[src/hw/rtl/lgen_pkg.sv]
// Shared types and constants for the toroidal life generation block.
// Field widths of the stream payloads, item kinds and the B3/S23 counts.
// No dependencies.
package lgen_pkg;

  localparam int KIND_W  = 2;
  localparam int IDX_W   = 4;
  localparam int CELLS_W = 32;
  localparam int TDATA_W = 40;

  typedef enum logic [KIND_W-1:0] {
    KIND_WRITE = 2'd0,
    KIND_READ  = 2'd1,
    KIND_STEP  = 2'd2
  } kind_e;

  // Neighbor counts of the B3/S23 rule
  localparam logic [3:0] SURVIVE_CNT = 4'd2;
  localparam logic [3:0] BIRTH_CNT   = 4'd3;

endpackage

[src/hw/rtl/lgen_mem.sv]
// Simple dual-port synchronous memory holding both grid banks.
// One write and one read port, read data registered.
// No dependencies.
module lgen_mem #(
  parameter int AW = 5,
  parameter int DW = 32
) (
  input  logic          clk_i,
  input  logic          wr_en_i,
  input  logic [AW-1:0] wr_addr_i,
  input  logic [DW-1:0] wr_data_i,
  input  logic [AW-1:0] rd_addr_i,
  output logic [DW-1:0] rd_data_o
);

  localparam int Depth = 2 ** AW;

  logic [DW-1:0] mem_q [Depth];
  logic [DW-1:0] rd_data_q;

  always_ff @(posedge clk_i) begin
    if (wr_en_i) begin
      mem_q[wr_addr_i] <= wr_data_i;
    end
    rd_data_q <= mem_q[rd_addr_i];
  end

  assign rd_data_o = rd_data_q;

endmodule

[src/hw/rtl/lgen_rule.sv]
// Next-generation row under B3/S23 with wraparound between the edge columns.
// Takes the row above, the row itself and the row below; uses lgen_pkg.
// Purely combinational; the caller registers around it.
module lgen_rule #(
  parameter int COLS = 32
) (
  input  logic [COLS-1:0] row_above_i,
  input  logic [COLS-1:0] row_mid_i,
  input  logic [COLS-1:0] row_below_i,
  output logic [COLS-1:0] row_next_o
);
  import lgen_pkg::*;

  logic [COLS-1:0] above_l, above_r, mid_l, mid_r, below_l, below_r;

  // bit b of *_l holds bit b-1, bit b of *_r holds bit b+1, both wrapping
  assign above_l = {row_above_i[COLS-2:0], row_above_i[COLS-1]};
  assign above_r = {row_above_i[0], row_above_i[COLS-1:1]};
  assign mid_l   = {row_mid_i[COLS-2:0], row_mid_i[COLS-1]};
  assign mid_r   = {row_mid_i[0], row_mid_i[COLS-1:1]};
  assign below_l = {row_below_i[COLS-2:0], row_below_i[COLS-1]};
  assign below_r = {row_below_i[0], row_below_i[COLS-1:1]};

  always_comb begin
    logic [3:0] cnt;
    cnt = '0;
    row_next_o = '0;
    for (int b = 0; b < COLS; b++) begin
      cnt = 4'(row_above_i[b]) + 4'(above_l[b]) + 4'(above_r[b])
          + 4'(mid_l[b]) + 4'(mid_r[b])
          + 4'(row_below_i[b]) + 4'(below_l[b]) + 4'(below_r[b]);
      if (row_mid_i[b]) begin
        row_next_o[b] = (cnt == SURVIVE_CNT) || (cnt == BIRTH_CNT);
      end else begin
        row_next_o[b] = (cnt == BIRTH_CNT);
      end
    end
  end

endmodule

[src/hw/rtl/toroidal_life_generation.sv]
// Life grid (B3/S23 on a torus) with row write, row read and generation step.
// One item at a time; a step reads every row once plus two wrap rows through
// the single memory read port.
// Reset clears per-row valid bits, so the grid reads as zero; no clearing pass.
// Depends on lgen_pkg, lgen_mem and lgen_rule.
module toroidal_life_generation #(
  parameter int COLS = 32,
  parameter int ROWS = 16
) (
  input  logic                   clk_i,
  input  logic                   rst_ni,
  input  logic                   s_axis_tvalid,
  output logic                   s_axis_tready,
  // [3:0] row_index, [35:4] row_cells, [39:36] zero
  input  logic [lgen_pkg::TDATA_W-1:0] s_axis_tdata,
  // [1:0] kind
  input  logic [lgen_pkg::KIND_W-1:0]  s_axis_tuser,
  output logic                   m_axis_tvalid,
  input  logic                   m_axis_tready,
  // [3:0] row_index_out, [35:4] row_data, [39:36] zero
  output logic [lgen_pkg::TDATA_W-1:0] m_axis_tdata
);
  import lgen_pkg::*;

  localparam int AW  = $clog2(ROWS);
  localparam int CW  = $clog2(ROWS + 4);
  localparam int MAW = AW + 1;
  localparam int PadW = TDATA_W - IDX_W - CELLS_W;

  typedef enum logic [1:0] {
    ST_IDLE,
    ST_RDATA,
    ST_STEP,
    ST_DONE
  } state_e;

  state_e              state_q;
  logic [CW-1:0]       k_q;
  logic                bank_q;
  logic [ROWS-1:0]     valid_q;
  logic                rvalid_q;
  logic                rd_inrange_q;
  logic [IDX_W-1:0]    res_idx_q;
  logic [CELLS_W-1:0]  res_data_q;
  logic                out_valid_q;
  logic [TDATA_W-1:0]  out_tdata_q;
  logic [COLS-1:0]     win_prev_q, win_cur_q, win_next_q;

  logic [IDX_W-1:0]    in_idx;
  logic [CELLS_W-1:0]  in_cells;
  kind_e               in_kind;
  logic [8:0]          in_idx_ext;
  logic                in_range;
  logic [AW-1:0]       in_row;
  logic [63:0]         in_wide;
  logic                in_fire;

  logic                mem_we;
  logic [MAW-1:0]      mem_waddr, mem_raddr;
  logic [COLS-1:0]     mem_wdata, mem_rdata;
  logic [AW-1:0]       rd_row;
  logic [COLS-1:0]     rd_word;
  logic [63:0]         rd_wide;
  logic [CW-1:0]       km1, km4;
  logic [AW-1:0]       step_rrow, step_wrow;
  logic                shift_en;
  logic [COLS-1:0]     life_row;
  logic                out_load;

  assign in_idx     = s_axis_tdata[IDX_W-1:0];
  assign in_cells   = s_axis_tdata[IDX_W+CELLS_W-1:IDX_W];
  assign in_kind    = kind_e'(s_axis_tuser);
  assign in_idx_ext = 9'(in_idx);
  assign in_range   = in_idx_ext < 9'(ROWS);
  assign in_row     = in_idx_ext[AW-1:0];
  assign in_wide    = 64'(in_cells);
  assign in_fire    = s_axis_tvalid && s_axis_tready;

  assign s_axis_tready = (state_q == ST_IDLE);

  // Step sequence: read rows ROWS-1, 0 .. ROWS-1, 0; write row k-4 from k = 4
  assign km1 = k_q - CW'(1);
  assign km4 = k_q - CW'(4);
  assign step_wrow = km4[AW-1:0];
  assign shift_en  = (state_q == ST_STEP) && (k_q != '0) && (k_q <= CW'(ROWS + 2));

  always_comb begin
    if (k_q == '0) begin
      step_rrow = AW'(ROWS - 1);
    end else if (k_q == CW'(ROWS + 1)) begin
      step_rrow = '0;
    end else begin
      step_rrow = km1[AW-1:0];
    end
  end

  always_comb begin
    mem_we    = 1'b0;
    mem_waddr = {bank_q, in_row};
    mem_wdata = in_wide[COLS-1:0];
    mem_raddr = {bank_q, in_row};
    rd_row    = in_row;
    if (state_q == ST_IDLE) begin
      mem_we = in_fire && (in_kind == KIND_WRITE) && in_range;
    end else if (state_q == ST_STEP) begin
      mem_raddr = {bank_q, step_rrow};
      rd_row    = step_rrow;
      if (k_q >= CW'(4)) begin
        mem_we    = 1'b1;
        mem_waddr = {~bank_q, step_wrow};
        mem_wdata = life_row;
      end
    end
  end

  lgen_mem #(
    .AW (MAW),
    .DW (COLS)
  ) u_mem (
    .clk_i     (clk_i),
    .wr_en_i   (mem_we),
    .wr_addr_i (mem_waddr),
    .wr_data_i (mem_wdata),
    .rd_addr_i (mem_raddr),
    .rd_data_o (mem_rdata)
  );

  // Rows never written since reset read as zero
  assign rd_word = rvalid_q ? mem_rdata : '0;
  assign rd_wide = 64'(rd_word);

  lgen_rule #(
    .COLS (COLS)
  ) u_rule (
    .row_above_i (win_prev_q),
    .row_mid_i   (win_cur_q),
    .row_below_i (win_next_q),
    .row_next_o  (life_row)
  );

  always_ff @(posedge clk_i) begin
    if (shift_en) begin
      win_prev_q <= win_cur_q;
      win_cur_q  <= win_next_q;
      win_next_q <= rd_word;
    end
  end

  assign out_load = (state_q == ST_DONE) && (!out_valid_q || m_axis_tready);

  always_ff @(posedge clk_i or negedge rst_ni) begin
    if (!rst_ni) begin
      state_q      <= ST_IDLE;
      k_q          <= '0;
      bank_q       <= 1'b0;
      valid_q      <= '0;
      rvalid_q     <= 1'b0;
      rd_inrange_q <= 1'b0;
      res_idx_q    <= '0;
      res_data_q   <= '0;
      out_valid_q  <= 1'b0;
      out_tdata_q  <= '0;
    end else begin
      rvalid_q <= valid_q[rd_row];

      // Drop the result once taken, unless a new one loads in the same cycle
      if (out_valid_q && m_axis_tready && !out_load) begin
        out_valid_q <= 1'b0;
      end

      unique case (state_q)
        ST_IDLE: begin
          if (in_fire) begin
            unique case (in_kind)
              KIND_WRITE: begin
                res_idx_q  <= in_idx;
                res_data_q <= in_cells;
                if (in_range) begin
                  valid_q[in_row] <= 1'b1;
                end
                state_q <= ST_DONE;
              end
              KIND_READ: begin
                res_idx_q    <= in_idx;
                rd_inrange_q <= in_range;
                state_q      <= ST_RDATA;
              end
              KIND_STEP: begin
                res_idx_q  <= '0;
                res_data_q <= '0;
                k_q        <= '0;
                state_q    <= ST_STEP;
              end
              default: begin
                res_idx_q  <= '0;
                res_data_q <= '0;
                state_q    <= ST_DONE;
              end
            endcase
          end
        end
        ST_RDATA: begin
          res_data_q <= rd_inrange_q ? rd_wide[CELLS_W-1:0] : '0;
          state_q    <= ST_DONE;
        end
        ST_STEP: begin
          k_q <= k_q + CW'(1);
          if (k_q == CW'(ROWS + 3)) begin
            // new generation is complete in the other bank
            bank_q  <= ~bank_q;
            valid_q <= '1;
            state_q <= ST_DONE;
          end
        end
        ST_DONE: begin
          if (out_load) begin
            out_valid_q <= 1'b1;
            out_tdata_q <= {PadW'(0), res_data_q, res_idx_q};
            state_q     <= ST_IDLE;
          end
        end
        default: begin
          state_q <= ST_IDLE;
        end
      endcase
    end
  end

  assign m_axis_tvalid = out_valid_q;
  assign m_axis_tdata  = out_tdata_q;

endmodule
[config.mk]
export PLATFORM = sky130hd
export DESIGN_NAME = toroidal_life_generation
export DESIGN_NICKNAME = d
export VERILOG_FILES = /design/src/hw/rtl/lgen_pkg.sv /design/src/hw/rtl/lgen_mem.sv /design/src/hw/rtl/lgen_rule.sv /design/src/hw/rtl/toroidal_life_generation.sv
export SDC_FILE = /design/constraint.sdc
export NUM_CORES = 2
export LEC_CHECK = 0
export ABC_AREA = 1
export BUFFER_PORTS_ARGS = -buffer_cell sky130_fd_sc_hd__clkbuf_2
export CORE_MARGIN = 2
export CORE_UTILIZATION = 65
export CTS_CLUSTER_DIAMETER = 200
export DETAILED_ROUTE_END_ITERATION = 12
export GPL_ROUTABILITY_DRIVEN = 0
export GPL_TIMING_DRIVEN = 1
export HOLD_SLACK_MARGIN = 0.12
export PLACE_DENSITY = 0.8
export SLEW_MARGIN = 20
export SYNTH_ARGS = -nofsm -noshare
export SYNTH_HDL_FRONTEND = slang
export SYNTH_SLANG_ARGS = --single-unit
[constraint.sdc]
create_clock -name clk_i -period 13.7 [get_ports clk_i]
set_input_delay 2.055 -clock clk_i [delete_from_list [all_inputs] [get_ports clk_i]]
set_output_delay 2.055 -clock clk_i [all_outputs]
set_load 0.02 [all_outputs]
=== Yosys cells after proc, flatten, opt, wreduce, memory -nomap -nowiden ===
Memory sizes are Yosys's and may differ from the RTL's. A register that Yosys moved wholly into a read port is not among the register bits.
Index checks and enable logic that the tools add are counted.

* Memories kept: 1
* Bits in latches: 0
* Input bits: 46
* Flip-flop bits (word level): 195
* Memory bits (read-only): 0
* Output and inout bits: 42
* Bits in writable memories: 1024

{| class="wikitable"
|+ Memories
! memory !! words !! width !! rd ports !! clocked after Yosys merged registers in !! wr ports !! line !! source
|-
| u_mem.mem_q || 32 || 32 || 1 || 1 || 1 || lgen_mem.sv:18 || <nowiki>logic [DW-1:0] mem_q [Depth];</nowiki>
|}

* Shift-type cells: 0
* Order comparisons: 6
* Multiply operators: 0
* Div/mod/pow operators: 0
* Bitwise logic cells: 2
* Add/sub/neg operators: 227
* Reduce and logical (&&, ||, !) cells: 59
* Muxes and demuxes: 75
* Equal/unequal tests: 78

{| class="wikitable"
|+ Operator list
! operator !! count
|-
| 4-bit by 1-bit adder with 4-bit output || 192
|-
| 4-bit by 2-bit == test with 1-bit output (second input constant) || 64
|-
| 32-bit 2-to-1 mux || 6
|-
| 32-bit one-hot mux with 2 select lines || 2
|-
| 1-bit by 1-bit adder with 2-bit output || 32
|-
| 16-bit 2-to-1 mux || 4
|-
| 1-bit 2-to-1 mux || 42
|-
| 1-bit logical OR || 33
|-
| 16-bit one-hot mux with 2 select lines || 1
|-
| 4-bit 2-to-1 mux || 7
|-
| 5-bit 2-to-1 mux || 5
|-
| 16-bit bitwise OR || 1
|-
| 4-bit by 5-bit less-than comparator with 1-bit output (second input constant) || 3
|-
| 3-bit AND reduction || 4
|-
| 5-bit == test (second input constant) || 2
|-
| 2-bit by 1-bit != test with 1-bit output (second input constant) || 5
|-
| 5-bit one-hot mux with 2 select lines || 1
|-
| 1-bit logical AND || 9
|-
| 2-bit one-hot mux with 4 select lines || 1
|-
| 2-bit == test (second input constant) || 3
|-
| 2-bit 2-to-1 mux || 3
|-
| 2-bit AND reduction || 3
|-
| 5-bit by 1-bit adder with 5-bit output (second input constant) || 1
|-
| 5-bit by 3-bit >= comparator with 1-bit output (second input constant) || 1
|-
| other kinds (17) || 22
|}

=== Longest topological paths before layout ===
* Depth in word-level cells: 13
* Depth in mapped cells: 18
* Depth with buffers taken out: 15

=== By module ===
A second synthesis with hierarchy kept.

* Cells, all modules: 5094
* Area total of the unflattened synthesis: 56541.7 um^2

{| class="wikitable"
|+ Modules (own cells, without submodules)
! module !! cells each !! area each (um^2) !! seq. area each (um^2) !! instances
|-
| lgen_mem || 3536 || 42405.7 || 31390.1 || 1
|-
| toroidal_life_generation || 825 || 8341.8 || 5360.1 || 1
|-
| lgen_rule || 733 || 5794.3 || 0.0 || 1
|}

=== Worst setup path before layout ===
No wires, ideal clock.

* Path kind: flip-flop to flip-flop
* Start: register state_q[0]
* End: register win_cur_q[0] (enable)
* Library setup time: 693 ps
* Path buffers: 0
* Cell stages (with the launch flop): 5
* Setup slack: 5024 ps
* Data arrival time: 7983 ps
* Period minus slack after synthesis: 8676 ps
* Required time: 13007 ps
* Cells stage by stage: dfrtp_1 > inv_1 > ha_1 > inv_1 > a211oi_1

* Longest elaborated chain between the ends: 3

{| class="wikitable"
|+ Ends and longest elaborated chain
! what !! line !! source
|-
| start: declaration || toroidal_life_generation.sv:37 || <nowiki>state_e state_q;</nowiki>
|-
| start signal: assignment || toroidal_life_generation.sv:153 || <nowiki>state_q <= ST_IDLE;</nowiki>
|-
| start signal: assignment || toroidal_life_generation.sv:181 || <nowiki>state_q <= ST_DONE;</nowiki>
|-
| start signal: assignment || toroidal_life_generation.sv:186 || <nowiki>state_q <= ST_RDATA;</nowiki>
|-
| 2-bit == test || toroidal_life_generation.sv:85 || <nowiki>assign shift_en = (state_q == ST_STEP) && (k_q != '0) && (k_q <= CW'(ROWS + 2));</nowiki>
|-
| 1-bit logical AND (2 in series) || toroidal_life_generation.sv:85 ||
|-
| net shift_en || toroidal_life_generation.sv:66 || <nowiki>logic shift_en;</nowiki>
|-
| end signal: assignment || toroidal_life_generation.sv:144 || <nowiki>win_cur_q <= win_next_q;</nowiki>
|-
| end: declaration || toroidal_life_generation.sv:47 || <nowiki>logic [COLS-1:0] win_prev_q, win_cur_q, win_next_q;</nowiki>
|}

The timed path passes the listed nets, and every way through them passes these cells.
A chain may end at the register's enable or synchronous reset.

=== Worst setup path after layout ===
* Start: input port s_axis_tdata[0] (netlist name)
* End: register u_mem.rd_data_q[0] (netlist: u_mem.rd_data_o[0]) (read register of u_mem.mem_q)

* Longest elaborated chain between the ends: 2

{| class="wikitable"
|+ Ends and longest elaborated chain
! what !! line !! source
|-
| start: declaration || toroidal_life_generation.sv:15 || <nowiki>input logic [lgen_pkg::TDATA_W-1:0] s_axis_tdata,</nowiki>
|-
| 4-bit 2-to-1 mux || toroidal_life_generation.sv:105 || <nowiki>end else if (state_q == ST_STEP) begin</nowiki>
|-
| 4-bit 2-to-1 mux (*) || toroidal_life_generation.sv:103 || <nowiki>if (state_q == ST_IDLE) begin</nowiki>
|-
| end: declaration || lgen_mem.sv:19 || <nowiki>logic [DW-1:0] rd_data_q;</nowiki>
|}

Every way passes the cells marked *; elsewhere a longest branch is shown, timed or not.

==> impl_metrics.json <==
{
  "outcome": "completed",
  "antenna_found_initial": 4,
  "power_density_nw_per_um2": 206,
  "vias": 42300,
  "rsz0062_at_grt": "no",
  "period_share_pct": 45.0,
  "avgViaCountPerCell": 6.13,
  "wire_per_inst_um": 22.1,
  "first_global_vias": 41900,
  "die_x_um": 306,
  "drive_above_1_share_pct": 7.90,
  "crit_path_start_kind": "input port",
  "fmax_ghz": 0.162,
  "setup.worst_path.end": "u_mem.rd_data_o[0]",
  "syn_avg_cell_area_um2": 10.5,
  "row_count": 110,
  "drv_cap": 0,
  "yosysTopAreaCellShare_pct": 56.7,
  "timing.slew.headroom_pct": 8.22,
  "slew_violations": 0,
  "ir_drop_v": 0.000152,
  "ctsHtreeMaxLevel": 3,
  "start_util_pct": 65.7,
  "path_class": "input port to flop",
  "r2r_slack_ps": 7900,
  "hold_violations": 0,
  "core_um2": 90300,
  "synth-seq-cells": 1251,
  "postCtsHoldBufs": 0,
  "cts-root-buf": "clkbuf_16",
  "cts_resized": 0,
  "postSynthCellCount": 5636,
  "dieArea_um2": 93700,
  "r2r-end": "u_mem.rd_data_o[0]",
  "synthArstFlopShare_pct": 7.91,
  "end_kind": "flop",
  "synth.distinct_cells": 40,
  "final-setup-viol-count": 0,
  "hold_ws_ps": 457,
  "dieHeight_um": 306,
  "reg2reg_from": "state_q[0]",
  "areaGrowthSynthToFinish_pct": 9.92,
  "drt-total-wl_um": 153000,
  "grt_max_degree": 236,
  "syn_area_um2": 59300,
  "worst_pin_slew_ps": 1380,
  "r2r_cells": 15,
  "yosysWarnings": 0,
  "pin_count": 88,
  "hold_path.class": "flop to flop",
  "grt_use_total_pct": 32.6,
  "post-cts-setup-buffer-count": 0,
  "layout.nets": 5906,
  "yosysTopAreaCell": "edfxtp_1",
  "ys_seq_area_share_pct": 61.9,
  "critPathMaxFanout": 101,
  "cts_buffers": 121,
  "synth-main-ff-cell": "edfxtp_1",
  "finalSetupTns_ps": 0,
  "stdcell_count": 6912,
  "crit_path_start": "s_axis_tdata[0]",
  "cp.required_ps": 14300,
  "dp_cells": 6678,
  "synth_area_leaders": "edfxtp_1 57%, nand3_1 9.6%, nand2_1 7.6%",
  "cts.sinks": 1251,
  "finalCriticalPeriod_ps": 6170,
  "drcViolationCount": 0,
  "p_leak_nw": 27.7,
  "firstDrtPassIters": 6,
  "total_power_mw": 13.4,
  "grt_pass1_wl_um": 233000,
  "clk_pin_slew_ps": 60,
  "first_iter_violations": 6016,
  "clk_latency_ps": 720,
  "clock_path_buffers": 3,
  "dp_hpwl_um": 81200,
  "io_buffers": 79,
  "synth_edf_count": 1120,
  "worstPathArrival_ps": 6760,
  "cts_tree": "done",
  "fin_worst_skew_ps": 25.5,
  "drt.antenna.violating_nets": 0,
  "grt_remaining_overflow": 0
}
-- cells by family after synthesis --
family / share of synthesized area [%]
simple gates: 20.0
buf+inv: 8.85
flops: 61.9
compound gates: 2.64
fa+ha+maj: 6.57
xor+xnor: 0.0295
other cells: 0.00632
-- cell usage after synthesis, types with 16 or more instances --
master	n
inv_1	975
nand2_1	1200
edfxtp_1	1120
nor2_1	82
ha_1	107
a22oi_1	23
nand3_1	1133
o41ai_1	22
clkbuf_1	85
a21oi_1	16
dfrtp_1	99
buf_1	39
buf_2	142
buf_4	45
o22ai_1	36
dfxtp_1	32
fa_1	128
nand3b_1	160
o211ai_1	18
nor3_1	23
o21ai_0	98
-- where the power goes --
part	switching (mW)	internal [mW]	total, mW
registers	0.217	4.55	4.77
logic	3.48	1.68	5.16
clock network	1.44	2.04	3.49
total	5.14	8.28	13.4
-- registers in the layout, indices dropped and copies added, names as in the netlist --
signal,count
state_q,2
u_mem.rd_data_o,32
u_mem.mem_q,1024
rd_inrange_q,1
win_next_q,32
m_axis_tdata,36
m_axis_tvalid,1
res_idx_q,4
rvalid_q,1
valid_q,16
win_cur_q,32
win_prev_q,32
bank_q,1
res_data_q,32
k_q,5
-- worst min path at each step --
stage	from	to	slack, ps	cells past startpoint
2_1_floorplan	win_next_q[30]	win_cur_q[30]	430	0
3_3_place_gp	win_next_q[30]	win_cur_q[30]	430	0
3_5_place_dp	valid_q[9]	valid_q[9]	440	1
4_1_cts	valid_q[9]	valid_q[9]	460	1
5_1_grt	valid_q[5]	valid_q[5]	470	1
6_report	valid_q[6]	valid_q[6]	460	2
-- stage by stage --
stage	worst slack (ps)	util, %	area (um^2)
2_1_floorplan	5020	-	59400
4_1_cts	7810	72.2	65200
3_5_place_dp	7070	67.5	61000
3_3_place_gp	7100	67.5	61000
6_report	7530	72.2	65200
5_1_grt	7420	72.2	65200
-- routing by layer --
metal	vias to the layer above	track usage, %	wire, um
met3	572	6.56	17800
met5	-	0	26
met2	2659	52.6	71800
met4	4	15.5	7550
li1	18700	-	-
met1	20400	43.1	55500
-- layout by cell type (no fill, tap or decap), types with 26 or more instances in the layout --
cell type	Yosys	final
nand2_1	1200	1198
nand3_1	1133	1132
edfxtp_1	1120	1120
inv_1	975	974
nand3b_1	160	160
clkbuf_16	0	129
fa_1	128	128
ha_1	107	107
o21ai_0	98	98
buf_4	45	98
dfrtp_1	99	98
clkbuf_2	0	78
nor2_1	82	50
nor2_4	1	33
dfxtp_1	32	32
o22ai_1	36	26
clkbuf_1	85	26
-- final cells by class --
class,count,area (um^2)
Sequential cell,1251,36800
Fill cell,5762,25100
Multi-Input combinational cell,3092,17900
Inverter,980,3680
Clock buffer,163,3440
Tap cell,1176,1470
Timing Repair Buffer,179,1190
Clock inverter,68,783
Antenna cell,3,7.51
-- critical path, cell delays in order --
cell and delay, ps:
clkbuf_2 170, inv_1 160, nand2_8 520, buf_4 870, buf_4 910, buf_4 800, nand3_1 170, nand2_1 120
nand2_1 50, nand3_1 100, nand3_1 80, nand2_1 140, nand2_1 60, nand2_1 270
Power figures use the tool's default switching activity.
